==> src/hdl/mf3_ram.sv <==
// Generic single-clock RAM with one write port and one registered read port.
module mf3_ram #(
    parameter int WIDTH = 8,
    parameter int DEPTH = 16
) (
    input  logic                     aclk,
    input  logic                     we,
    input  logic [$clog2(DEPTH)-1:0] waddr,
    input  logic [WIDTH-1:0]         wdata,
    input  logic                     re,
    input  logic [$clog2(DEPTH)-1:0] raddr,
    output logic [WIDTH-1:0]         rdata
);

    logic [WIDTH-1:0] ram_reg [DEPTH];
    logic [WIDTH-1:0] rdata_reg;

    always_ff @(posedge aclk) begin
        if (we) begin
            ram_reg[waddr] <= wdata;
        end
        if (re) begin
            rdata_reg <= ram_reg[raddr];
        end
    end

    assign rdata = rdata_reg;

endmodule

==> config.mk <==
export PLATFORM = sky130hd
export DESIGN_NAME = mf3_ram
export DESIGN_NICKNAME = d
export VERILOG_FILES = /design/src/hdl/mf3_ram.sv
export SDC_FILE = /design/constraint.sdc
export NUM_CORES = 1
export LEC_CHECK = 0
export BUFFER_PORTS_ARGS = -buffer_cell sky130_fd_sc_hd__buf_2
export CELL_PAD_IN_SITES_DETAIL_PLACEMENT = 0
export CELL_PAD_IN_SITES_GLOBAL_PLACEMENT = 1
export CORE_MARGIN = 10
export CORE_UTILIZATION = 57
export DETAILED_ROUTE_END_ITERATION = 16
export HOLD_SLACK_MARGIN = 0.02
export PLACE_DENSITY = 0.83
export REMOVE_ABC_BUFFERS = 1
export SYNTH_ARGS = -nofsm -noshare
export SYNTH_HDL_FRONTEND = slang
export SYNTH_SLANG_ARGS = --single-unit
==> constraint.sdc <==
create_clock -name aclk -period 2.45 [get_ports aclk]
set_input_delay 0.1225 -clock aclk [delete_from_list [all_inputs] [get_ports aclk]]
set_output_delay 0.1225 -clock aclk [all_outputs]
set_load 0.02 [all_outputs]
==> results by group, run 1 <==
CTS
  • Post_cts resized: 0
  • CTS sink cnt: between 100 and 150
  • Clock slew at reported path FFs: ~60 ps
  • Post-CTS setup buffer count: 0
  • CTS tree: built
  • Worst skew pair latency: approximately 520 ps
  • CTS Buf Count: 17
  • Htree depth: 4
  • CTS Root Cell: clkbuf_8
  • Clk buf depth: 2

Placement
  • Placer Congestion: ~0.76
  • I/O Buffers: 26
  • Cell count after placement: around 370
  • Hpwl dp: 6220 µm

Route
  • ANT nets after route: 0
  • DRC Markers: 0
  • DR vias/cell: 6.20
  • DR pass1 iterations: 4
  • DRT iter0 DRCs: 280
  • Routed len/inst: roughly 25 µm
  • Via count: 2547
  • Routed WL: 10200 µm

Synth
  • Top cells by area, synth: edfxtp_1, mux4_2, mux4_1, a22oi_1, nor2_1
  • Sequential share of the synthesized area: between 70% and 80%
  • Post-synth top area cell: edfxtp_1
  • Cells after Synth: approximately 230
  • Post-synth top area share: approximately four fifths
  • Mapped cell area: about 0.0052 mm²
  • Unique cell type count in the Yosys netlist: 18
  • Mean post-synth cell area: 22.8 µm²
  • Post-synthesis register bit count: around 140
  • YS warnings: 0

Critical path
  • Worst endpoint required time: 2710 ps
  • CP top delay family: multiplexers
  • Startpoint types: flop
  • Cell chain of the critical path: mux4_1, a22oi_1, nand2_1
  • CP arrival: 1740 ps
  • Highest-delay cell along the critical path: mux4_1
  • Worst path max stage delay: ~520 ps
  • Max Fanout on Critical Path: 1
  • CP Class: reg2reg
  • Worst R2R Start: ram_reg[4][0]$_DFFE_PP_
  • CP Launch Point: ram_reg[4][0]$_DFFE_PP_
  • CP Capture Type: flop
  • Buf/Inv on CP: 0

Layout
  • Area growth from synthesis to layout: 18.7%
  • Commonest non-fill, non-tap cells in the layout: edfxtp_1, buf_2, mux4_2
  • Diode count: 0
  • Most common cell after layout, fill and taps aside: edfxtp_1
  • Reg area: 0.00408 mm²
  • FILL cells: between 500 and 600
  • Multi-input gate area: 0.00106 mm²
  • Post-route insts no fill: slightly above 400
  • Largest register FFs: approximately 130
  • Final #Nets: just over 300
  • Share of layout cells above drive strength 1: between 30 and 40%

GRT
  • Initial antenna violation count: 0
  • First-pass GRT wire length: 15600 µm
  • Vias in the first global route: 2583
  • Total GRT Usage: 16.5%
  • Gr ovfl total: 0
  • Pin count of the biggest net entering global routing: 20

Die
  • Die height: ~120 µm
  • CORE AREA: about 0.0088 mm²
  • Width of the chip: 116 µm
  • Initial cell density of the core: around three fifths
  • Top-Level Pins: 27
  • Die area: 0.0134 mm²
  • Rows: 34

Timing
  • RSZ-0062 raised after global routing: false
  • Fin. max-slew vios: 0
  • Final period util: 60.7%
  • Slew @ Worst Pin: about 840 ps
  • Final setup violation count: 0
  • Setup tns final: 0 ps
  • Fin crit period: roughly 1500 ps
  • Max Freq: between 600 and 700 MHz
  • Slew margin rel.: 43.7%
  • Clk_skew: 6.49 ps
  • Final hold vios: 0

Pwr
  • Power per cell area: ~840 mW/mm²
  • Pleak: 0.00211 µW
  • Pwr Total: between 5000 and 6000 µW
  • Max VDD drop: 0.433 mV

Worst hold path
  • Min-delay src: waddr[0]
  • Worst min-delay path category: in2reg

Run status
  • Outcome: finished, final reports clean

Flow run
  • Max cap viols: 0
what timing repair did:
action | CTS | global route
hold endpoints to repair | 136 | 0
endpoints found under the setup margin | 0 | 0
hold buffers | 9 | 0
synthesized netlist by cell type:
cell type        count
a22oi_1             16
and2_1               1
and2b_1              1
buf_2                3
buf_4                1
buf_6                3
clkdlybuf4s25_2      3
edfxtp_1           136
mux4_1              14
mux4_2              18
nand2_1              9
nand2b_1             2
nand3_1              1
nand3b_1             2
nor2_1              13
nor2b_1              1
nor3_1               4
or3b_2               1
tightest hold or removal path, delay by kind of cell:
kind                   cells  cell delay (ps)
and+or+nand+nor            1               60
buffers and inverters      2              320
report_power, final:
group	internal [µW]	leakage, µW	switching (µW)	total, µW
clock	1430	0.000262	898	2330
combinational	112	0.000615	150	262
sequential	2620	0.00124	14.0	2640
routing by layer:
metal | GRT usage [%] | vias to the layer above | wire (µm) | share of wire (%)
met4 | 8.09 | 0 | 194 | 1.9
met2 | 23.9 | 112 | 4950 | 49
met3 | 5.01 | 12 | 818 | 8.0
met1 | 22.4 | 1318 | 4220 | 41
met5 | 0 | - | 0 | 0
li1 | - | 1105 | - | -
area by class of cell:
cell class                      instances  share of cell area, %
Clock inverter                         13                   2.14
Sequential cell                       136                   65.8
Tap cell                              108                   2.18
Multi-Input combinational cell         83                   17.0
Clock buffer                           18                   6.73
Timing Repair Buffer                   53                   6.13
stage by stage:
stage / area [µm²] / hold WS (ps) / setup slack [ps] / utilization (%)
2_1_floorplan: 5140 / 221 / 835 / -
3_3_place_gp: 5570 / 500 / 425 / 63.2
3_5_place_dp: 5570 / 492 / 376 / 63.2
4_1_cts: 6210 / 147 / 934 / 70.5
5_1_grt: 6210 / 172 / 855 / 70.5
6_report: 6210 / 174 / 962 / 70.5
path summary, 6_finish.rpt:
path                                    to  slack (ps)  cells after the start
hold / removal    ram_reg[12][0]$_DFFE_PP_         170                      3
hold reg to reg         rdata[6]$_DFFE_PP_         750                      3
setup / recovery        rdata[0]$_DFFE_PP_         960                      3
setup reg to reg        rdata[0]$_DFFE_PP_         960                      3
logic make-up after synthesis:
kind of cell,after synthesis,synth area share (%)
buffers and inverters,10,1.65
AOI/OAI and AO/OA,16,2.30
DFF,136,78.1
muxes,32,14.8
and+or+nand+nor,35,3.14
No activity file was read; power rests on OpenSTA's default activity.
==> run 2, diff against run 1 <==
--- a/config.mk
+++ b/config.mk
@@ -9,10 +9,10 @@
 export CELL_PAD_IN_SITES_DETAIL_PLACEMENT = 0
 export CELL_PAD_IN_SITES_GLOBAL_PLACEMENT = 1
 export CORE_MARGIN = 10
-export CORE_UTILIZATION = 57
+export CORE_UTILIZATION = 53
 export DETAILED_ROUTE_END_ITERATION = 16
 export HOLD_SLACK_MARGIN = 0.02
-export PLACE_DENSITY = 0.83
+export PLACE_DENSITY = 0.78
 export REMOVE_ABC_BUFFERS = 1
 export SYNTH_ARGS = -nofsm -noshare
 export SYNTH_HDL_FRONTEND = slang
==> constraint.sdc (replaced) <==
create_clock -name aclk -period 1.5 [get_ports aclk]
set_input_delay 0.075 -clock aclk [delete_from_list [all_inputs] [get_ports aclk]]
set_output_delay 0.075 -clock aclk [all_outputs]
set_load 0.02 [all_outputs]
==> run 2 against run 1 <==
Effect of this change:
- register-to-register slack got worse by 930 ps
- largest power group unchanged
- routed wire length is 4.4% lower
- clock power is 62% higher
==> results by group, run 2 (synthesized netlist as in run 1, its figures left out) <==
Pwr
  • Power per cell area: 1350 mW/mm² (+60%)
  • Pleak: 0.00217 µW (+2.5%)
  • Max VDD drop: 0.695 mV (+60%)

Timing
  • Clk_skew: 6.17 ps (-0.313 ps)
  • Max Freq: 684 MHz (+1.7%)
  • RSZ-0062 raised after global routing: false
  • Final hold vios: 0 (unchanged)
  • Final setup margin: 37.1 ps (-925 ps)
  • Fin crit period: 1460 ps (-24.9 ps)
  • Slew @ Worst Pin: 857 ps (+15.4 ps)
  • Final setup violation count: 0 (unchanged)
  • Final period util: 97.5% (+37 points)
  • Fin. max-slew vios: 0 (unchanged)
  • Slew margin rel.: 42.8% (-0.93 points)

Route
  • Via count: 2483 (-2.5%)
  • DRC Markers: 0 (unchanged)
  • Routed WL: 9730 µm (-4.4%)
  • DRT iter0 DRCs: 171 (-39%)
  • DR pass1 iterations: 4 (unchanged)
  • DR vias/cell: 5.62 (-9.4%)
  • ANT nets after route: 0 (unchanged)
  • Routed len/inst: 22.0 µm (-11%)

Run status
  • Outcome: finished, final reports clean

CTS
  • Clock slew at reported path FFs: 60 ps (about the same)
  • Htree depth: 4 (unchanged)
  • Post-CTS setup buffer count: 0 (unchanged)
  • Worst skew pair latency: 510 ps (about the same)
  • CTS Buf Count: 17 (unchanged)
  • CTS sink cnt: 136 (unchanged)
  • CTS tree: built
  • Clk buf depth: 2 (unchanged)
  • CTS Root Cell: clkbuf_8

Placement
  • Post-place setup slack: -170 ps (-545 ps)
  • Hpwl dp: 6330 µm (+1.8%)
  • Placer Congestion: 0.741 (-2.9%)
  • I/O Buffers: 26 (unchanged)

Worst hold path
  • Worst min-delay path category: in2reg

Layout
  • Area growth from synthesis to layout: 21.3%
  • Final core utilization: 65.5% (-5.0 points)
  • Most common cell after layout, fill and taps aside: edfxtp_1
  • Largest register FFs: 128 (unchanged)
  • Diode count: 0 (unchanged)
  • Share of layout cells above drive strength 1: 32.7% (+2.0 points)
  • Final #Nets: 316 (+1.9%)
  • Commonest non-fill, non-tap cells in the layout: edfxtp_1, buf_2, buf_4

Critical path
  • Startpoint types: flop
  • Max Fanout on Critical Path: 1 (unchanged)
  • CP Capture Type: flop
  • CP Class: reg2reg
  • Worst endpoint required time: 1750 ps (-960 ps)
  • CP arrival: 1720 ps (-20 ps)

GRT
  • Initial antenna violation count: 0 (unchanged)
  • Vias in the first global route: 2664 (+3.1%)
  • Total GRT Usage: 14.6% (-1.9 points)
  • Pin count of the biggest net entering global routing: 21 (+5.0%)
  • First-pass GRT wire length: 15400 µm (-1.7%)
  • Gr ovfl total: 0 (unchanged)

Die
  • Die height: 119 µm (+3.1%)
  • Top-Level Pins: 27 (unchanged)
  • Initial cell density of the core: 54.0% (-5.4 points)
  • Rows: 36 (+5.9%)
  • Width of the chip: 119 µm (+3.1%)
  • Die area: 0.0142 mm² (+6.2%)
  • CORE AREA: 0.00968 mm² (+10%)

Flow run
  • Max cap viols: 0 (unchanged)
[run 2: cell types whose count changed in the layout (fill, tap and decap cells not counted), sizes merged]
cell and change:
clkinv +3, clkbuf -1, clkinvlp -3, buf +6, inv +1
[run 2: stage by stage]
| stage | cell area (µm²) | TNS [ps] | cells | total power [µW] | hold slack [ps] |
|---|---|---|---|---|---|
| CTS | 6330 | 0 | 442 | 8630 | 102 |
| finish | 6340 | 0 | 442 | 8540 | 123 |
| floorplan | 5140 | -543 | 219 | 4570 | 174 |
| global placement | 5680 | -629 | 402 | 4800 | 463 |
| detailed placement | 5680 | -776 | 402 | 4820 | 463 |
| global route | 6340 | 0 | 442 | 8850 | 125 |
[run 2: layer usage]
metal  part of all wire [%]  GRT usage, %  up-vias
met5                      0             0        -
met3                    6.3          5.29        8
met1                     43          19.6     1274
met2                     50          22.3       80
li1                       -             -     1121
met4                   0.59          3.85        0
[run 2: what timing repair did]
item                                    in CTS  in global routing
pin swaps                                    0                  2
gates resized for setup                      3                  1
hold buffers                                 9                  0
endpoints found under the setup margin       3                  3
hold endpoints to repair                   136                  0
[run 2: layout make-up]
cell class | count | area (µm²)
clock inverters | 14 | 134
fillers | 615 | 3350
well taps | 133 | 166
repair buffers | 59 | 463
multi-input cells | 83 | 1080
clock buffers | 17 | 414
flip-flops and latches | 136 | 4080
[run 2: final timing paths]
| path | start | endpoint | slack, ps | cells past startpoint |
|---|---|---|---|---|
| setup reg to reg | ram_reg[1][3]$_DFFE_PP_ | rdata[3]$_DFFE_PP_ | 40 | 3 |
| setup / recovery | ram_reg[1][3]$_DFFE_PP_ | rdata[3]$_DFFE_PP_ | 40 | 3 |
| hold / removal | waddr[0] | ram_reg[12][7]$_DFFE_PP_ | 120 | 3 |
| hold reg to reg | ram_reg[4][2]$_DFFE_PP_ | rdata[2]$_DFFE_PP_ | 740 | 3 |
[run 2: report_power, final]
group	switching, µW	internal [µW]	leakage [µW]
Combinational	247	205	0.000660
Clock	1450	2330	0.000270
Sequential	22.9	4280	0.00124
Total	1720	6820	0.00217
[run 2: critical path, cell delays in order, from the launching register on]
cell and delay (ps):
edfxtp_1 360, mux4_1 550, a22oi_2 220, nand2_1 80
==> run 3, diff against run 2 <==
--- a/config.mk
+++ b/config.mk
@@ -14,6 +14,7 @@
 export HOLD_SLACK_MARGIN = 0.02
 export PLACE_DENSITY = 0.78
 export REMOVE_ABC_BUFFERS = 1
+export SETUP_SLACK_MARGIN = 0.15
 export SYNTH_ARGS = -nofsm -noshare
 export SYNTH_HDL_FRONTEND = slang
 export SYNTH_SLANG_ARGS = --single-unit
==> run 3 against run 2 <==
Effect of this change:
- utilization down 0.30 points
- global-route usage up 0.26 points
- routed wire length up 2.0%
- total power up 0.22%
==> results by group, run 3 (synthesized netlist as in run 1, its figures left out) <==
CTS
  • CTS sink cnt: 136 (unchanged)
  • Htree depth: 4 (unchanged)
  • CTS tree: built
  • Clk buf depth: 2 (unchanged)
  • Post-CTS setup buffer count: 0 (unchanged)
  • CTS Root Cell: clkbuf_8
  • Worst skew pair latency: 510 ps (about the same)
  • CTS Buf Count: 17 (unchanged)
  • Clock slew at reported path FFs: 60 ps (about the same)

Timing
  • Final period util: 95.3% (-2.3 points)
  • Final setup violation count: 0 (unchanged)
  • Fin. max-slew vios: 0 (unchanged)
  • RSZ-0062 raised after global routing: true
  • Clk_skew: 6.31 ps (+0.134 ps)
  • Fin crit period: 1430 ps (-33.9 ps)
  • Final hold vios: 0 (unchanged)
  • Slew margin rel.: 40.0% (-2.7 points)
  • Slew @ Worst Pin: 898 ps (+40.9 ps)
  • Max Freq: 700 MHz (+2.4%)

GRT
  • Vias in the first global route: 2696 (+1.2%)
  • Initial antenna violation count: 0 (unchanged)
  • First-pass GRT wire length: 15700 µm (+2.0%)
  • Gr ovfl total: 0 (unchanged)
  • Pin count of the biggest net entering global routing: 21 (unchanged)
  • Total GRT Usage: 14.9% (+0.26 points)

Critical path
  • CP Class: reg2reg
  • CP top delay family: multiplexers
  • Flop2flop setup slack: 70 ps (+30 ps)
  • CP arrival: 1680 ps (-40 ps)
  • CP Capture Type: flop
  • Startpoint types: flop
  • Worst endpoint required time: 1760 ps (about the same)
  • Reg2Reg Depth: 3 (unchanged)
  • Cell chain of the critical path: mux4_2, a22oi_2, nand2_1
  • Highest-delay cell along the critical path: mux4_2
  • Worst R2R Start: ram_reg[10][5]$_DFFE_PP_
  • Reg2Reg Capture Point: rdata[5]$_DFFE_PP_
  • Worst path max stage delay: 480 ps (-70 ps)
  • Buf/Inv on CP: 0 (unchanged)
  • Max Fanout on Critical Path: 1 (unchanged)

Route
  • DRT iter0 DRCs: 189 (+11%)
  • Routed len/inst: 22.4 µm (+2.0%)
  • Via count: 2492 (+0.36%)
  • ANT nets after route: 0 (unchanged)
  • DRC Markers: 0 (unchanged)
  • DR pass1 iterations: 4 (unchanged)
  • DR vias/cell: 5.64 (+0.36%)
  • Routed WL: 9920 µm (+2.0%)

Pwr
  • Power per cell area: 1360 mW/mm² (+0.68%)
  • Pleak: 0.00211 µW (-2.4%)
  • Net Sw Power: 1740 µW (+0.65%)
  • Clk network pwr share: 44.2% (about the same)
  • Switching Fraction: 20.3% (+0.086 points)
  • Internal power: 6830 µW (+0.12%)
  • Seq pwr share: 50.3% (about the same)
  • Max VDD drop: 0.693 mV (-0.24%)
  • Combinational group share of total power: 5.5% (+0.2 points)

Die
  • Rows: 36 (unchanged)
  • Width of the chip: 119 µm (unchanged)
  • Top-Level Pins: 27 (unchanged)
  • Initial cell density of the core: 54.0% (unchanged)
  • Die area: 0.0142 mm² (unchanged)
  • Die height: 119 µm (unchanged)
  • CORE AREA: 0.00968 mm² (unchanged)

Layout
  • Most common cell after layout, fill and taps aside: edfxtp_1
  • Area growth from synthesis to layout: 20.7%
  • Largest register FFs: 128 (unchanged)
  • Commonest non-fill, non-tap cells in the layout: edfxtp_1, mux4_2, buf_2
  • Diode count: 0 (unchanged)
  • Final instance area: 0.00631 mm² (-0.45%)
  • Final #Nets: 316 (unchanged)
  • Share of layout cells above drive strength 1: 38.2% (+5.5 points)
  • Post-route insts no fill: 442 (unchanged)

Worst hold path
  • WHS Path Cells: 3 (unchanged)
  • Worst min-delay path category: in2reg
  • Min-delay src: waddr[0]
  • Hold EP: ram_reg[8][7]$_DFFE_PP_

Placement
  • I/O Buffers: 26 (unchanged)
  • Area after DPL: 0.00568 mm² (unchanged)
  • Hpwl dp: 6330 µm (unchanged)
  • Placer Congestion: 0.741 (unchanged)
  • Cell count after placement: 402 (unchanged)

Run status
  • Outcome: finished, final reports clean

Flow run
  • Max cap viols: 0 (unchanged)
## run 3: cell types whose count changed in the layout (fill, tap and decap cells not counted)
cell     delta
a22oi_2     +4
a22oi_1     -4
mux4_2     +13
mux4_1     -13
## run 3: layout make-up
cell class | count | area (µm²)
clock buffers | 17 | 414
clock inverters | 14 | 134
fillers | 632 | 3370
multi-input cells | 83 | 1050
flip-flops and latches | 136 | 4080
well taps | 133 | 166
repair buffers | 59 | 463
## run 3: per-layer routing
metal | global-route usage [%] | share of wire, % | wire length (µm) | up-vias
met5 | 0 | 0 | 0 | -
met4 | 3.85 | 0.57 | 57 | 0
met3 | 5.72 | 7.3 | 724 | 8
met2 | 22.4 | 49 | 4910 | 103
met1 | 20.0 | 43 | 4230 | 1273
li1 | - | - | - | 1108
## run 3: power groups by stage
stage	clock (µW)	combinational (µW)	sequential (µW)
2_1_floorplan	0	171	4400
3_3_place_gp	0	424	4380
3_5_place_dp	0	433	4390
4_1_cts	3860	475	4310
5_1_grt	4050	506	4310
6_report	3790	468	4310
## run 3: metrics by stage
stage | total power, µW | hold slack [ps] | utilization, % | setup WS (ps) | setup TNS (ps)
6_report | 8560 | 129 | 65.2 | 71.0 | 0
5_1_grt | 8870 | 125 | 65.2 | 53.6 | 0
4_1_cts | 8640 | 102 | 65.1 | 66.9 | 0
3_5_place_dp | 4820 | 463 | 58.7 | -170 | -776
3_3_place_gp | 4800 | 463 | 58.7 | -163 | -629
2_1_floorplan | 4570 | 174 | - | -67.9 | -543
## run 3: worst max-delay path by stage
stage	from	end	slack, ps	cells past startpoint
after floorplan	waddr[2]	ram_reg[0][0]$_DFFE_PP_	-70	2
after global placement	raddr[0]	rdata[5]$_DFFE_PP_	-160	5
after detailed placement	raddr[0]	rdata[5]$_DFFE_PP_	-170	5
after CTS	ram_reg[10][5]$_DFFE_PP_	rdata[5]$_DFFE_PP_	70	3
after global routing	ram_reg[10][5]$_DFFE_PP_	rdata[5]$_DFFE_PP_	50	3
final	ram_reg[10][5]$_DFFE_PP_	rdata[5]$_DFFE_PP_	70	3
## run 3: worst reg2reg max path: stages (launching register included)
cell and delay [ps]:
edfxtp_1 370, mux4_2 480, a22oi_2 230, nand2_1 90
## run 3: timing repair
item,in CTS,in global routing
pin swaps,10,4
hold endpoints to repair,136,0
hold buffers,9,0
cloned,0,0
setup endpoints to repair,8,8
gates resized for setup,19,2
